<file path="src/rtl/bsa_pkg.sv">
// Shared types and constants of the banker's safety allocator.
// No dependencies; bsa_scan and the top level import this package.
package bsa_pkg;

    localparam logic [1:0] KIND_DECLARE = 2'd0;
    localparam logic [1:0] KIND_REQUEST = 2'd1;
    localparam logic [1:0] KIND_RELEASE = 2'd2;

    localparam logic [2:0] ST_GRANTED    = 3'd0;
    localparam logic [2:0] ST_OVER_CLAIM = 3'd1;
    localparam logic [2:0] ST_OVER_AVAIL = 3'd2;
    localparam logic [2:0] ST_UNSAFE     = 3'd3;
    localparam logic [2:0] ST_DONE       = 3'd4;
    localparam logic [2:0] ST_INVALID    = 3'd5;

    localparam int MAX_TYPES = 3;

    localparam logic [MAX_TYPES-1:0][7:0] TOTAL_RESET = {8'd7, 8'd5, 8'd10};

    typedef enum logic [2:0] {
        S_IDLE   = 3'b001,
        S_LOOKUP = 3'b010,
        S_SCAN   = 3'b100
    } state_t;

    typedef struct packed {
        logic done;
        logic safe;
    } scan_stat_t;

endpackage

</file>
<file path="src/rtl/bsa_ram.sv">
// Generic single-port-write, single-port-read RAM with a registered read.
// No dependencies.
module bsa_ram #(
    parameter int WIDTH = 48,
    parameter int DEPTH = 8
) (
    input  logic                     clk,
    input  logic                     we,
    input  logic [$clog2(DEPTH)-1:0] waddr,
    input  logic [WIDTH-1:0]         wdata,
    input  logic [$clog2(DEPTH)-1:0] raddr,
    output logic [WIDTH-1:0]         rdata
);

    logic [WIDTH-1:0] mem [DEPTH];

    always_ff @(posedge clk)
    begin
        if (we)
        begin
            mem[waddr] <= wdata;
        end
        rdata <= mem[raddr];
    end

endmodule

</file>
<file path="src/rtl/bsa_scan.sv">
// Safety check engine: repeated passes over the process table held in RAM.
// Depends on bsa_pkg; reads the table through the read port of bsa_ram.
module bsa_scan
    import bsa_pkg::*;
#(
    parameter int NUM_PROC   = 8,
    parameter int COUNT_BITS = 8,
    parameter int NUM_TYPES  = 3
) (
    input  logic                                      clk,
    input  logic                                      rst_n,
    input  logic                                      start,
    input  logic [NUM_TYPES-1:0][COUNT_BITS-1:0]      work_init,
    input  logic [$clog2(NUM_PROC)-1:0]               tent_idx,
    input  logic [NUM_TYPES-1:0][COUNT_BITS-1:0]      tent_hold,
    input  logic [2*NUM_TYPES*COUNT_BITS-1:0]         rd_word,
    output logic [$clog2(NUM_PROC)-1:0]               rd_addr,
    output scan_stat_t                                stat
);

    localparam int AW = $clog2(NUM_PROC);
    localparam int CB = COUNT_BITS;
    localparam logic [AW-1:0] LAST = AW'(NUM_PROC - 1);

    logic                          issue_on_reg, issue_on_next;
    logic [AW-1:0]                 pass_reg, pass_next;
    logic [AW-1:0]                 proc_reg, proc_next;
    logic                          eval_vld_reg, eval_vld_next;
    logic [AW-1:0]                 eval_idx_reg, eval_idx_next;
    logic [NUM_TYPES-1:0][CB-1:0]  work_reg, work_next;
    logic [NUM_PROC-1:0]           fin_reg, fin_next;
    logic                          done_reg, done_next;
    logic [NUM_TYPES-1:0][CB-1:0]  ev_claim;
    logic [NUM_TYPES-1:0][CB-1:0]  ev_hold;
    logic                          fits;

    assign rd_addr   = proc_reg;
    assign stat.done = done_reg;
    assign stat.safe = &fin_reg;

    always_comb
    begin
        issue_on_next = issue_on_reg;
        pass_next     = pass_reg;
        proc_next     = proc_reg;
        eval_vld_next = issue_on_reg;
        eval_idx_next = proc_reg;
        work_next     = work_reg;
        fin_next      = fin_reg;
        done_next     = eval_vld_reg && !issue_on_reg;

        for (int t = 0; t < NUM_TYPES; t++)
        begin
            ev_claim[t] = rd_word[t*CB +: CB];
            ev_hold[t]  = (eval_idx_reg == tent_idx) ? tent_hold[t]
                                                    : rd_word[(NUM_TYPES+t)*CB +: CB];
        end

        fits = eval_vld_reg && !fin_reg[eval_idx_reg];
        for (int t = 0; t < NUM_TYPES; t++)
        begin
            if ((ev_claim[t] - ev_hold[t]) > work_reg[t])
            begin
                fits = 1'b0;
            end
        end

        if (fits)
        begin
            for (int t = 0; t < NUM_TYPES; t++)
            begin
                work_next[t] = work_reg[t] + ev_hold[t];
            end
            fin_next[eval_idx_reg] = 1'b1;
        end

        if (issue_on_reg)
        begin
            if (proc_reg == LAST)
            begin
                proc_next = '0;
                pass_next = pass_reg + 1'b1;
                if (pass_reg == LAST)
                begin
                    issue_on_next = 1'b0;
                end
            end
            else
            begin
                proc_next = proc_reg + 1'b1;
            end
        end

        if (start)
        begin
            issue_on_next = 1'b1;
            pass_next     = '0;
            proc_next     = '0;
            eval_vld_next = 1'b0;
            work_next     = work_init;
            fin_next      = '0;
            done_next     = 1'b0;
        end
    end

    always_ff @(posedge clk or negedge rst_n)
    begin
        if (!rst_n)
        begin
            issue_on_reg <= 1'b0;
            pass_reg     <= '0;
            proc_reg     <= '0;
            eval_vld_reg <= 1'b0;
            eval_idx_reg <= '0;
            work_reg     <= '0;
            fin_reg      <= '0;
            done_reg     <= 1'b0;
        end
        else
        begin
            issue_on_reg <= issue_on_next;
            pass_reg     <= pass_next;
            proc_reg     <= proc_next;
            eval_vld_reg <= eval_vld_next;
            eval_idx_reg <= eval_idx_next;
            work_reg     <= work_next;
            fin_reg      <= fin_next;
            done_reg     <= done_next;
        end
    end

endmodule

</file>
<file path="src/rtl/bankers_safety_allocator.sv">
// Top level of the banker's safety allocator: control, checks and commit.
// Depends on bsa_pkg, bsa_ram and bsa_scan.
//
// Usage: an item (kind, proc_index, amount0..2) is taken at a clock edge with
// start high and busy low. Exactly one result (status, avail0..2) follows,
// shown for one cycle with done high; the receiver cannot stall it.
// Totals are written through cfg_wr_en, cfg_index and cfg_wdata while idle;
// the user must keep to this; the block itself does not enforce it. An invalid
// item gives its result in the cycle after acceptance. Declare and release
// items read the process entry from RAM in the lookup state, then give their
// result through the registered done. A request that passes its checks runs
// the safety check, which reads one RAM entry per cycle over NUM_PROC passes
// of NUM_PROC processes before its result. busy is low again in the cycle
// that carries the result, so the next item may be taken there. Reset clears
// claims and holdings through per-entry valid bits and loads the totals with
// 10, 5 and 7 units; the block is ready right after reset.
module bankers_safety_allocator
    import bsa_pkg::*;
#(
    parameter int NUM_PROC   = 8,
    parameter int COUNT_BITS = 8,
    parameter int NUM_TYPES  = 3
) (
    input  logic       clk,
    input  logic       rst_n,
    input  logic       cfg_wr_en,
    input  logic [1:0] cfg_index,
    input  logic [7:0] cfg_wdata,
    input  logic       start,
    input  logic [1:0] kind,
    input  logic [2:0] proc_index,
    input  logic [7:0] amount0,
    input  logic [7:0] amount1,
    input  logic [7:0] amount2,
    output logic       busy,
    output logic       done,
    output logic [2:0] status,
    output logic [7:0] avail0,
    output logic [7:0] avail1,
    output logic [7:0] avail2
);

    localparam int AW        = $clog2(NUM_PROC);
    localparam int CB        = COUNT_BITS;
    localparam int WW        = (CB > 8) ? CB : 8;
    localparam int COUNT_MAX = (1 << CB) - 1;
    localparam int ENTRY_W   = 2 * NUM_TYPES * CB;

    function automatic logic [CB-1:0] sat_count(input logic [7:0] v);
        logic [WW-1:0] ext;
        ext = WW'(v);
        if (ext > WW'(COUNT_MAX))
        begin
            return CB'(COUNT_MAX);
        end
        return ext[CB-1:0];
    endfunction

    function automatic logic [CB-1:0] free_of(input logic [CB-1:0] total,
                                              input logic [CB-1:0] sum);
        return (sum > total) ? '0 : total - sum;
    endfunction

    state_t                        state_reg, state_next;
    logic [1:0]                    kind_reg, kind_next;
    logic [AW-1:0]                 pidx_reg, pidx_next;
    logic [NUM_TYPES-1:0][CB-1:0]  amt_reg, amt_next;
    logic [NUM_TYPES-1:0][CB-1:0]  total_reg;
    logic [NUM_TYPES-1:0][CB-1:0]  sum_reg, sum_next;
    logic [NUM_PROC-1:0]           valid_reg, valid_next;
    logic                          rd_vld_reg;
    logic [ENTRY_W-1:0]            tent_reg, tent_next;
    logic                          done_reg, done_next;
    logic [2:0]                    status_reg, status_next;
    logic [NUM_TYPES-1:0][CB-1:0]  avail_reg;

    logic [2:0][7:0]               amt_raw;
    logic [NUM_TYPES-1:0][CB-1:0]  amt_in;
    logic [NUM_TYPES-1:0][CB-1:0]  free_now;
    logic [NUM_TYPES-1:0][CB-1:0]  look_claim;
    logic [NUM_TYPES-1:0][CB-1:0]  look_hold;
    logic [NUM_TYPES-1:0][CB-1:0]  tent_hold;
    logic [NUM_TYPES-1:0][CB-1:0]  work_init;
    logic [ENTRY_W-1:0]            ram_q;
    logic [ENTRY_W-1:0]            rd_word;
    logic [ENTRY_W-1:0]            ram_wdata;
    logic                          ram_we;
    logic [AW-1:0]                 ram_raddr;
    logic [AW-1:0]                 scan_addr;
    logic                          scan_start;
    scan_stat_t                    scan_stat;
    logic                          accept;
    logic                          proc_ok;
    logic                          chk_ok;
    logic                          over_claim;
    logic                          over_avail;

    assign amt_raw = {amount2, amount1, amount0};
    assign accept  = start && (state_reg == S_IDLE);
    assign proc_ok = int'(proc_index) < NUM_PROC;
    assign rd_word = rd_vld_reg ? ram_q : '0;
    assign ram_raddr = (state_reg == S_IDLE) ? AW'(proc_index) : scan_addr;

    always_comb
    begin
        for (int t = 0; t < NUM_TYPES; t++)
        begin
            amt_in[t]     = sat_count(amt_raw[t]);
            free_now[t]   = free_of(total_reg[t], sum_reg[t]);
            look_claim[t] = rd_word[t*CB +: CB];
            look_hold[t]  = rd_word[(NUM_TYPES+t)*CB +: CB];
            tent_hold[t]  = tent_reg[(NUM_TYPES+t)*CB +: CB];
            work_init[t]  = free_now[t] - amt_reg[t];
        end
    end

    bsa_ram #(
        .WIDTH (ENTRY_W),
        .DEPTH (NUM_PROC)
    ) u_table (
        .clk   (clk),
        .we    (ram_we),
        .waddr (pidx_reg),
        .wdata (ram_wdata),
        .raddr (ram_raddr),
        .rdata (ram_q)
    );

    bsa_scan #(
        .NUM_PROC   (NUM_PROC),
        .COUNT_BITS (COUNT_BITS),
        .NUM_TYPES  (NUM_TYPES)
    ) u_scan (
        .clk       (clk),
        .rst_n     (rst_n),
        .start     (scan_start),
        .work_init (work_init),
        .tent_idx  (pidx_reg),
        .tent_hold (tent_hold),
        .rd_word   (rd_word),
        .rd_addr   (scan_addr),
        .stat      (scan_stat)
    );

    always_comb
    begin
        state_next  = state_reg;
        kind_next   = kind_reg;
        pidx_next   = pidx_reg;
        amt_next    = amt_reg;
        sum_next    = sum_reg;
        valid_next  = valid_reg;
        tent_next   = tent_reg;
        done_next   = 1'b0;
        status_next = status_reg;
        ram_we      = 1'b0;
        ram_wdata   = tent_reg;
        scan_start  = 1'b0;
        chk_ok      = 1'b1;
        over_claim  = 1'b0;
        over_avail  = 1'b0;

        unique case (state_reg)
            S_IDLE:
            begin
                if (accept)
                begin
                    kind_next = kind;
                    pidx_next = AW'(proc_index);
                    amt_next  = amt_in;
                    if (proc_ok && (kind == KIND_DECLARE || kind == KIND_REQUEST ||
                                    kind == KIND_RELEASE))
                    begin
                        state_next = S_LOOKUP;
                    end
                    else
                    begin
                        done_next   = 1'b1;
                        status_next = ST_INVALID;
                    end
                end
            end

            S_LOOKUP:
            begin
                state_next = S_IDLE;
                case (kind_reg)
                    KIND_DECLARE:
                    begin
                        for (int t = 0; t < NUM_TYPES; t++)
                        begin
                            if (amt_reg[t] < look_hold[t] || amt_reg[t] > total_reg[t])
                            begin
                                chk_ok = 1'b0;
                            end
                            ram_wdata[t*CB +: CB]             = amt_reg[t];
                            ram_wdata[(NUM_TYPES+t)*CB +: CB] = look_hold[t];
                        end
                        done_next   = 1'b1;
                        status_next = chk_ok ? ST_DONE : ST_INVALID;
                        if (chk_ok)
                        begin
                            ram_we               = 1'b1;
                            valid_next[pidx_reg] = 1'b1;
                        end
                    end

                    KIND_RELEASE:
                    begin
                        for (int t = 0; t < NUM_TYPES; t++)
                        begin
                            if (amt_reg[t] > look_hold[t])
                            begin
                                chk_ok = 1'b0;
                            end
                            ram_wdata[t*CB +: CB]             = look_claim[t];
                            ram_wdata[(NUM_TYPES+t)*CB +: CB] = look_hold[t] - amt_reg[t];
                        end
                        done_next   = 1'b1;
                        status_next = chk_ok ? ST_DONE : ST_INVALID;
                        if (chk_ok)
                        begin
                            ram_we               = 1'b1;
                            valid_next[pidx_reg] = 1'b1;
                            for (int t = 0; t < NUM_TYPES; t++)
                            begin
                                sum_next[t] = sum_reg[t] - amt_reg[t];
                            end
                        end
                    end

                    default:
                    begin
                        for (int t = 0; t < NUM_TYPES; t++)
                        begin
                            if (amt_reg[t] > (look_claim[t] - look_hold[t]))
                            begin
                                over_claim = 1'b1;
                            end
                            if (amt_reg[t] > free_now[t])
                            begin
                                over_avail = 1'b1;
                            end
                            tent_next[t*CB +: CB]             = look_claim[t];
                            tent_next[(NUM_TYPES+t)*CB +: CB] = look_hold[t] + amt_reg[t];
                        end
                        if (over_claim)
                        begin
                            done_next   = 1'b1;
                            status_next = ST_OVER_CLAIM;
                        end
                        else if (over_avail)
                        begin
                            done_next   = 1'b1;
                            status_next = ST_OVER_AVAIL;
                        end
                        else
                        begin
                            scan_start = 1'b1;
                            state_next = S_SCAN;
                        end
                    end
                endcase
            end

            S_SCAN:
            begin
                if (scan_stat.done)
                begin
                    state_next = S_IDLE;
                    done_next  = 1'b1;
                    if (scan_stat.safe)
                    begin
                        status_next          = ST_GRANTED;
                        ram_we               = 1'b1;
                        valid_next[pidx_reg] = 1'b1;
                        for (int t = 0; t < NUM_TYPES; t++)
                        begin
                            sum_next[t] = sum_reg[t] + amt_reg[t];
                        end
                    end
                    else
                    begin
                        status_next = ST_UNSAFE;
                    end
                end
            end

            default:
            begin
                state_next = S_IDLE;
            end
        endcase
    end

    always_ff @(posedge clk or negedge rst_n)
    begin
        if (!rst_n)
        begin
            state_reg  <= S_IDLE;
            kind_reg   <= KIND_DECLARE;
            pidx_reg   <= '0;
            sum_reg    <= '0;
            valid_reg  <= '0;
            rd_vld_reg <= 1'b0;
            done_reg   <= 1'b0;
            status_reg <= ST_DONE;
            for (int t = 0; t < NUM_TYPES; t++)
            begin
                total_reg[t] <= sat_count(TOTAL_RESET[t]);
            end
        end
        else
        begin
            state_reg  <= state_next;
            kind_reg   <= kind_next;
            pidx_reg   <= pidx_next;
            sum_reg    <= sum_next;
            valid_reg  <= valid_next;
            rd_vld_reg <= valid_reg[ram_raddr];
            done_reg   <= done_next;
            status_reg <= status_next;
            if (cfg_wr_en)
            begin
                for (int t = 0; t < NUM_TYPES; t++)
                begin
                    if (cfg_index == 2'(t))
                    begin
                        total_reg[t] <= sat_count(cfg_wdata);
                    end
                end
            end
        end
    end

    always_ff @(posedge clk)
    begin
        amt_reg  <= amt_next;
        tent_reg <= tent_next;
        if (done_next)
        begin
            for (int t = 0; t < NUM_TYPES; t++)
            begin
                avail_reg[t] <= free_of(total_reg[t], sum_next[t]);
            end
        end
    end

    assign busy   = (state_reg != S_IDLE);
    assign done   = done_reg;
    assign status = status_reg;

    logic [2:0][7:0] avail_out;

    for (genvar g = 0; g < MAX_TYPES; g++)
    begin : g_avail
        if (g < NUM_TYPES)
        begin : g_used
            assign avail_out[g] = 8'(avail_reg[g]);
        end
        else
        begin : g_unused
            assign avail_out[g] = 8'd0;
        end
    end

    assign avail0 = avail_out[0];
    assign avail1 = avail_out[1];
    assign avail2 = avail_out[2];

endmodule
</file>
<file path="config.mk">
export PLATFORM = sky130hd
export DESIGN_NAME = bankers_safety_allocator
export DESIGN_NICKNAME = d
export VERILOG_FILES = /design/src/rtl/bsa_pkg.sv /design/src/rtl/bsa_ram.sv /design/src/rtl/bsa_scan.sv /design/src/rtl/bankers_safety_allocator.sv
export SDC_FILE = /design/constraint.sdc
export NUM_CORES = 1
export LEC_CHECK = 0
export ABC_CLOCK_PERIOD_IN_PS = 26100
export BUFFER_PORTS_ARGS = -buffer_cell sky130_fd_sc_hd__buf_2
export CAP_MARGIN = 20
export CORE_MARGIN = 2
export CORE_UTILIZATION = 60
export CTS_BUF_LIST = sky130_fd_sc_hd__clkbuf_16
export CTS_CLUSTER_DIAMETER = 60
export DETAILED_ROUTE_END_ITERATION = 6
export MAX_ROUTING_LAYER = met4
export PLACE_DENSITY_LB_ADDON = 0.15
export REMOVE_ABC_BUFFERS = 1
export SKIP_CTS_REPAIR_TIMING = 1
export SYNTH_ARGS = -nofsm -noshare
export SYNTH_HDL_FRONTEND = slang
export SYNTH_SLANG_ARGS = --single-unit
</file>
<file path="constraint.sdc">
create_clock -name clk -period 26.1 [get_ports clk]
set_input_delay 0 -clock clk [delete_from_list [all_inputs] [get_ports clk]]
set_output_delay 0 -clock clk [all_outputs]
set_load 0.005 [all_outputs]
</file>
# [Word-level counts from Yosys, hierarchy flattened]
# Memory sizes are Yosys's and may differ from the RTL's. A register that Yosys moved wholly into a read port is not among the register bits.
# Index checks and enable logic that the tools add are counted.
[totals] regBits=209 ram_bits=384 input_bits=43 output_inout_bits=29 word_cells=275 memories=1
[op_classes] add_sub_neg=32 order_cmp=33 eq_ne=21 n_mux=124 bitwise_logic=3 reduce_logical=31
[memory_table] memory="u_table.mem" depth=8 width=48 read_ports=1 rd_ports_with_merged_regs=1 write_ports=1 line_no="bsa_ram.sv:15" source="logic [WIDTH-1:0] mem [DEPTH];"
[ops] operator="$mux 8" n=22
[ops] operator="$gt 8x8->1" n=21
[ops] operator="$sub 8x8->8" n=21
[ops] operator="$mux 24" n=6
[ops] operator="$mux 48" n=2
[ops] operator="$pmux 48 s2" n=1
[ops] operator="$add 8x8->8" n=9
[ops] operator="$mux 1" n=61
[ops] operator="$mux 3" n=18
[ops] operator="$pmux 24 s2" n=1
[ops] operator="$gt 8x8->1 const B" n=4
[ops] operator="$pmux 8 s2" n=2
[ops] operator="$lt 8x8->1" n=3
[ops] operator="$pmux 3 s3" n=2
[ops] operator="$or 8x8->8" n=2
[ops] operator="$lt 3x4->1 const B" n=3
[ops] operator="$reduce_and 2->1" n=6
[ops] operator="$eq 3x3->1 const B" n=3
[ops] operator="$ne 3x3->1 const B" n=3
[ops] operator="$reduce_and 8->1" n=1
[ops] operator="$reduce_bool 2->1" n=4
[ops] operator="$add 3x1->3 const B" n=2
[ops] operator="$bmux 1 s3" n=2
[ops] operator="$demux 1 s3" n=2
[ops] operator="24 further kinds" n=43

# [Logic depth before layout (Yosys ltp)]
# Gate-level depths: netlist of the first run.
[logic_depth] depth_word=14 depth_mapped=28 mapped_depth_nobuf=22

# [Hierarchy]
# From an unflattened synthesis of the first run, not the netlist that was laid out.
[hier_totals] cells_unflattened=2908 hier_area_um2=36112.1
[modules_own_cells] mod="bankers_safety_allocator" n_inst=1 cells_each=1783 area_per_inst_um2=15956.6 seq_area_each_um2=4620.7
[modules_own_cells] mod="bsa_ram" n_inst=1 cells_each=616 area_per_inst_um2=15620.0 seq_area_each_um2=12492.0
[modules_own_cells] mod="bsa_scan" n_inst=1 cells_each=509 area_per_inst_um2=4535.6 seq_area_each_um2=1101.1

# [Worst setup path before layout of the first run]
# Ideal clock, no wire load.
[synth_path] path_kind="reg2reg" startpoint="register rd_vld_reg" endpoint="memory u_table.mem[1][0], enable pin" setup_time_ps=590 t_arrival_ps=8319 required_time_ps=25510 setup_slack_ps=17191 path_stages_with_launch=18 path_buffers=6 period_less_slack_ps=8909 path_cell_list="dfrtp_1 clkbuf_1 buf_2 clkbuf_1 clkbuf_1 nand2_1 inv_1 ha_1 clkbuf_1 a21o_1 a21o_1 a221oi_1 o22ai_1 a21oi_1 o2111ai_1 and2_1 clkbuf_1 nor4b_1"
[synth_between] elab_chain_cells=13 word_cells_on_any_way=26 cone_classes="6 x order compare; 17 x mux; 3 x reduce/logical"
[synth_rtl] element="from (decl)" line_no="bankers_safety_allocator.sv:71" source="logic rd_vld_reg;"
[synth_rtl] element="from (signal assigned)" line_no="bankers_safety_allocator.sv:320" source="rd_vld_reg <= valid_reg[ram_raddr];"
[synth_rtl] element="$mux 48 *" line_no="bankers_safety_allocator.sv:101" source="assign rd_word = rd_vld_reg ? ram_q : '0;"
[synth_rtl] element="$lt 8x8->1" line_no="bankers_safety_allocator.sv:192" source="if (amt_reg[t] < look_hold[t] || amt_reg[t] > total_reg[t])"
[synth_rtl] element="$logic_or 1x1->1" line_no="bankers_safety_allocator.sv:192"
[synth_rtl] element="$mux 1 (3 in series)" line_no="bankers_safety_allocator.sv:192"
[synth_rtl] element="$mux 1" line_no="bankers_safety_allocator.sv:187" source="case (kind_reg)"
[synth_rtl] element="$mux 1" line_no="bankers_safety_allocator.sv:163" source="unique case (state_reg)"
[synth_rtl] element="$mux 1" line_no="bankers_safety_allocator.sv:201" source="if (chk_ok)"
[synth_rtl] element="$pmux 1 s2 *" line_no="bankers_safety_allocator.sv:187"
[synth_rtl] element="$pmux 1 s2 *" line_no="bankers_safety_allocator.sv:163"
[synth_rtl] element="$mux 1 *" line_no="bsa_ram.sv:19" source="if (we)"
[synth_rtl] element="$mux 1 (implied by the code) *" line_no="bsa_ram.sv:21" source="mem[waddr] <= wdata;"
[synth_rtl] element="to (decl)" line_no="bsa_ram.sv:15"
# Mark *: on every way between the ends. The rest lies on a longest branch, timed or not. The select of a mux whose other input is x is not followed.

==> qor.csv, run 1 <==
stage,metric,value,unit
drt,Post-DRT Antenna Nets,0,
critical_path,"delay-heaviest family, CP",compound AO/OA/AOI/OAI gates,
sta,crit path time final,6.73,ns
synthesis,Synth Area per Inst,10.3,um^2
critical_path,CP Cell Sequence,buf_4 -> nand2_1 -> ha_1 -> inv_1 -> ha_1 -> or3_1 -> o22ai_1 -> o22ai_1 -> nor2_1 -> or4_1 -> nand2_1 -> nor2_1 -> a21oi_1 -> ha_1 -> inv_1 -> fa_1 -> a21o_1 -> a21o_1 -> a21o_1 -> a21oi_1 -> o21bai_1 -> a21oi_1 -> nor2_1,
cts,CTS tree,built,
sta,setup_tns,0,ns
worst_hold_path,class of the most critical hold timing path,input port to asynchronous set/reset pin,
critical_path,Crit. End Element,flop,
drt,final wirelength,96900,um
drt,Avg Vias per Cell,6.02,
synthesis,synthesized cell area,35400,um^2
cts,total CTS buffers,72,
die,initial core utilization,60.3,%
drt,Top Metal Used,met4,
drt,routed wl met2,44300,um
die,die area,61000,um^2
synthesis,"Top FF cell, synth",edfxtp_1,
finish,footprint of the multi-input gates,15900,um^2
drt,DRC,0,
sta,max-slew violation count,0,
cts,clock-pin slew on the worst setup and hold paths,0.06,ns
synthesis,synth unique cells,65,
critical_path,Crit-path slowest cell,dfrtp_2,
global_route,pin count of the biggest net entering global routing,87,
critical_path,Critical Path AT,7.07,ns
die,Vert. Die Dim,247,um
place,Routability Congestion,0.979,
sta,Final period util,25.8,%
finish,Nets,3877,
critical_path,worst-path maximum fanout,36,
synthesis,"Seq/Total Area, Yosys",51.4,%
global_route,gr ovfl total,0,
sta,Worst-Margin Slew,1.08,ns
power_and_ir_drop,Static Leak,0.0169,uW
critical_path,Worst Setup Start Kind,flop,
synthesis,Post-synth ARST share,17.6,%
cts,CTS root buf,clkbuf_16,
power_and_ir_drop,sw power,1600,uW
critical_path,Critical Path RT,26.43,ns
finish,"commonest non-fill, non-tap cells in the layout","nand2_1, edfxtp_1, ha_1",
power_and_ir_drop,Max VDD drop,0.0752,mV
cts,clk_lat worst skew,0.64,ns
power_and_ir_drop,combinational group share of total power,42.9,%
synthesis,Post-Syn Instances,3434,
sta,Final Skew,0.0275,ns
finish,Register Area,18200,um^2
drt,via count,26200,
drt,initial DRC count,2615,
finish,Area Growth Syn to Fin,11.4,%
power_and_ir_drop,Sw Ratio,38.6,%
sta,final hold slack,0.0407,ns
global_route,GRT Total Usage,33.0,%
sta,Final setup viols,0,
die,num ports,72,
flow_run,Max-Cap Viols,0,
power_and_ir_drop,Power Density,105,nW/um^2
critical_path,type of the worst setup path,flop to flop,
power_and_ir_drop,Cell Int Power,2540,uW
global_route,initial antenna violation count,4,
drt,wl on met1,40500,um
critical_path,Crit path buffers/inverters,3,
synthesis,Ys Warns,0,
global_route,global-route wire length before repair,147000,um
cts,CTS H-tree lvls,3,
drt,routed len/inst,22.3,um
finish,share of layout cells above drive strength 1,8.28,%
synthesis,"FF+latch count, synth",641,
finish,number of flip-flops in the largest register,384,
die,Core Area,58700,um^2
die,Rows,89,
die,Horiz. Die Dim,247,um
sta,Final Hold Fails,0,
global_route,vias in the first global route,25200,
sta,Slew Limit Headroom,27.3,%
power_and_ir_drop,Clk pwr share,25.0,%
finish,"most common cell after layout, fill and taps aside",nand2_1,
sta,RSZ-0062 raised after global routing,no,
place,dpl hpwl,63100,um
drt,WL met3,8520,um
critical_path,max incr delay on CP,0.74,ns
place,Port Buffer Count,71,
power_and_ir_drop,Flop pwr share,32.0,%
cts,clock buffer depth,3,
synthesis,Post-synth EDFFs,480,
drt,First-pass DRT Iterations,6,
finish,Filler cells,4429,
cts,CTS Sinks,641,
sta,highest clock rate,149,MHz
outcome,outcome,"finished, final reports clean",
cells in the mapped netlist (36+ instances only):
cell type,instances,area (um^2)
a21o_1,112,841
a21oi_1,169,846
clkbuf_1,119,447
dfrtp_1,104,2600
dfxtp_1,48,961
edfxtp_1,480,14400
ha_1,292,3650
inv_1,229,860
mux2_2,36,405
mux2i_1,37,370
nand2_1,597,2240
nand3_1,250,1250
nor2_1,199,747
nor2b_1,47,294
o21ai_0,188,941
xnor2_1,105,920
xor2_1,61,534
metrics by stage:
stage | cells | cell area [um^2] | util [%] | worst slack (ns) | power [uW]
CTS | 4299 | 38900 | 66.4 | 19.47 | 4120
global placement | 4168 | 36500 | 62.3 | 19.65 | 3030
floorplan | 3292 | 34800 | - | 15.70 | 2600
global route | 4350 | 39400 | 67.2 | 19.11 | 4390
finish | 4350 | 39400 | 67.2 | 19.37 | 4140
detailed placement | 4168 | 36500 | 62.3 | 19.51 | 3080
power groups by stage:
stage | logic, uW | clock network (uW) | registers (uW)
5_1_grt | 1970 | 1090 | 1330
2_1_floorplan | 1290 | 0 | 1310
6_report | 1780 | 1040 | 1330
3_3_place_gp | 1690 | 0 | 1340
3_5_place_dp | 1740 | 0 | 1340
4_1_cts | 1750 | 1050 | 1320
path summary, 6_finish.rpt:
kind / depth (start not counted) / start / slack [ns] / endpoint
hold reg to reg: 2 / valid_reg[0] / 0.46 / valid_reg[0]
min in group clk: 2 / amount0[7] / 0.08 / amt_reg[7]
setup reg to reg: 23 / rd_vld_reg / 19.37 / avail1[4]
hold / removal: 2 / rst_n / 0.04 / sum_reg[20]
setup / recovery: 23 / rd_vld_reg / 19.37 / avail1[4]
max in group asynchronous: 3 / rst_n / 24.68 / kind_reg[1]
cell families (layout without fill, tap and decap cells):
logic type                 count (synthesis)  in the layout  synth area share (%)
DFF                                      641            641                  51.4
AOI/OAI and AO/OA                        623            623                  10.8
muxes                                     73             73                  2.19
buffers and inverters                    371            511                  3.99
adders and majority gates                327            327                  12.0
other                                      0              3                     0
xor gates and xnor gates                 169            169                  4.24
and+or+nand+nor                         1230           1230                  15.3
final cells by class:
type	instances	area share, %
multi-input cells	2422	40.3
inverters	229	2.18
repair buffers	151	2.77
well taps	773	2.45
diodes	3	0.0190
flip-flops and latches	641	46.2
clock buffers	73	4.63
clock inverters	58	1.49
routing by layer:
layer	track usage, %	up-vias
met5	-	-
met4	12.2	0
met3	5.33	199
met2	50.4	1112
met1	44.7	12700
li1	-	12200
Power figures use the tool's default switching activity.
==> run 2, diff against run 1 <==
Settings changed: ABC_CLOCK_PERIOD_IN_PS 26100 to 6990.
Clock period 26.1 ns to 6.99 ns, I/O delays scaled along.
==> run 2 against run 1 <==
The flow now finishes with violations (negative hold slack). Clock skew about the same. Non-clock buffer count is 22 higher. Routed wire length down 1.6%. Hold slack lost 0.047 ns. Combinational power grew to 3.7 times the previous value. Core utilization grew 0.31 points. Register-to-register slack got worse by 18 ns. Via count decreased by 1.4%. Fmax up 10%. Cell count increased by 0.57%. Power increased to 3.7 times the previous value.
==> qor.csv, run 2 (synthesis gave the netlist of run 1 again) <==
stage,metric,value,unit,change
outcome,outcome,"complete, but fails checks",,
outcome,failing checks,negative hold slack,,
place,Routability Congestion,0.982,,+0.23%
critical_path,max incr delay on CP,0.69,ns,-0.05 ns
sta,Final setup viols,0,,unchanged
cts,clock buffer depth,3,,unchanged
drt,Post-DRT Antenna Nets,0,,unchanged
die,Rows,89,,unchanged
sta,Final period util,87.3,%,+61 points
critical_path,Crit. End Element,flop,,
finish,"commonest non-fill, non-tap cells in the layout","nand2_1, edfxtp_1, ha_1",,
sta,Final Skew,0.0273,ns,-0.000203 ns
worst_hold_path,class of the most critical hold timing path,input port to asynchronous set/reset pin,,
drt,final wirelength,95300,um,-1.6%
finish,Area Growth Syn to Fin,11.9,%,
sta,Slew Limit Headroom,29.3,%,+2.0 points
critical_path,Reg2Reg Launch Point,rd_vld_reg,,
cts,total CTS buffers,73,,+1.4%
critical_path,worst-path maximum fanout,38,,+5.6%
critical_path,Reg2Reg Setup Slack,0.89,ns,-18.48 ns
drt,First-pass DRT Iterations,5,,-1
die,Vert. Die Dim,247,um,unchanged
cts,clk_lat worst skew,0.62,ns,-0.02 ns
finish,"most common cell after layout, fill and taps aside",nand2_1,,
place,DP Cell Count,4186,,+0.43%
sta,setup_tns,0,ns,unchanged
drt,initial DRC count,2108,,-19%
global_route,GRT Total Usage,32.5,%,-0.54 points
cts,CTS tree,built,,
finish,Layout Cells excl Fill,4375,,+0.57%
cts,CTS root buf,clkbuf_16,,
finish,share of layout cells above drive strength 1,8.97,%,+0.69 points
drt,DRC,0,,unchanged
critical_path,Critical Path RT,7.35,ns,-19.08 ns
power_and_ir_drop,Static Leak,0.0169,uW,+0.41%
drt,routed len/inst,21.8,um,-2.2%
power_and_ir_drop,Max VDD drop,0.290,mV,+290%
global_route,gr ovfl total,0,,unchanged
die,die area,61000,um^2,unchanged
drt,via count,25800,,-1.4%
critical_path,Critical Path AT,6.46,ns,-0.61 ns
flow_run,Max-Cap Viols,0,,unchanged
sta,final hold slack,-0.00586,ns,-0.0466 ns
critical_path,Worst Setup Start Kind,flop,,
critical_path,CP most frequent cell,a21o_1,,
die,num ports,72,,unchanged
critical_path,type of the worst setup path,flop to flop,,
critical_path,R2R Path End,avail0[3],,
critical_path,reg2reg path depth,20,,-13%
sta,max-slew violation count,0,,unchanged
global_route,vias in the first global route,25300,,+0.051%
cts,clock-pin slew on the worst setup and hold paths,0.06,ns,about the same
finish,Nets,3900,,+0.59%
critical_path,CP Cell Sequence,nand2_1 -> ha_1 -> inv_1 -> fa_1 -> a21o_1 -> a21oi_1 -> nor2_1 -> a211oi_1 -> nor4_2 -> nor2_2 -> buf_4 -> a221oi_1 -> fa_1 -> a21o_1 -> a21o_1 -> a21o_1 -> a21oi_1 -> o21bai_1 -> a21oi_1 -> nor2_1,,
global_route,global-route wire length before repair,145000,um,-1.6%
place,Port Buffer Count,71,,unchanged
drt,Avg Vias per Cell,5.90,,-2.0%
sta,RSZ-0062 raised after global routing,no,,
finish,Filler cells,4550,,+2.7%
sta,Worst-Margin Slew,1.05,ns,-0.0299 ns
die,Horiz. Die Dim,247,um,unchanged
cts,CTS Sinks,641,,unchanged
cts,CTS H-tree lvls,3,,unchanged
die,Core Area,58700,um^2,unchanged
power_and_ir_drop,Total Power,15200,uW,+270%
die,initial core utilization,60.3,%,unchanged
global_route,pin count of the biggest net entering global routing,150,,+72%
critical_path,Crit-path slowest cell,a211oi_1,,
sta,highest clock rate,164,MHz,+10%
place,dpl hpwl,64600,um,+2.2%
sta,crit path time final,6.10,ns,-0.632 ns
power_and_ir_drop,Power Density,383,nW/um^2,+270%
finish,number of flip-flops in the largest register,384,,unchanged
sta,Final Hold Fails,2,,+2
global_route,initial antenna violation count,4,,unchanged
[run 2: cell types whose count changed in the layout (fill, tap and decap cells not counted), sizes merged]
cell,delta
buf,+17
clkinv,+8
bufinv,-7
inv,+1
clkinvlp,+1
clkbuf,+1
dlygate4sd3,+4
[run 2: worst max path at each step]
stage,from,endpoint,slack [ns],cells past startpoint
2_1_floorplan,rd_vld_reg,u_table.mem[1][0],-3.41,11
6_report,rd_vld_reg,avail0[3],0.89,20
3_5_place_dp,rd_vld_reg,avail0[5],0.97,20
4_1_cts,rd_vld_reg,avail0[5],0.95,20
3_3_place_gp,rd_vld_reg,avail0[7],1.10,20
5_1_grt,rd_vld_reg,avail0[3],0.51,20
[run 2: critical path: cells and delay by family, from the launching register on]
family                   cells  cell delay, ns
flip-flops                   1            0.68
buffers and inverters        2            0.33
adder cells (fa/ha/maj)      3            1.12
AND/OR/NAND/NOR              5            1.06
AO/OA/AOI/OAI               10            2.64
[run 2: final cells by class]
class | count | area [um^2] | area share, %
multi-input cells | 2422 | 15900 | 40.1
well taps | 773 | 967 | 2.44
clock inverters | 61 | 477 | 1.20
diodes | 3 | 7.51 | 0.0189
flip-flops and latches | 641 | 18200 | 46.0
inverters | 229 | 860 | 2.17
clock buffers | 73 | 1830 | 4.61
repair buffers | 173 | 1380 | 3.49
[run 2: metal layers]
| metal | vias up | track usage, % | routed length, um |
|---|---|---|---|
| met5 | - | - | 0 |
| met4 | 0 | 12.6 | 3750 |
| met3 | 209 | 5.21 | 6650 |
| met2 | 909 | 49.3 | 43500 |
| met1 | 12400 | 44.0 | 41500 |
| li1 | 12200 | - | - |
[run 2: power breakdown]
| part | switching, uW | internal, uW | total [uW] | leakage (uW) |
|---|---|---|---|---|
| Clock | 1610 | 2060 | 3670 | 0.00118 |
| Sequential | 350 | 4590 | 4940 | 0.00624 |
| Combinational | 3930 | 2650 | 6580 | 0.00952 |
| Total | 5890 | 9290 | 15200 | 0.0169 |
[run 2: stage by stage]
stage | hold WS (ns) | area (um^2) | setup slack [ns] | util [%]
after floorplan | -0.296 | 34800 | -3.41 | -
after global placement | 0.0929 | 36800 | 1.10 | 62.7
after detailed placement | 0.109 | 36800 | 0.970 | 62.7
after CTS | -0.557 | 39100 | 0.945 | 66.6
after global routing | 0.0431 | 39600 | 0.508 | 67.5
final | -0.00586 | 39600 | 0.890 | 67.5
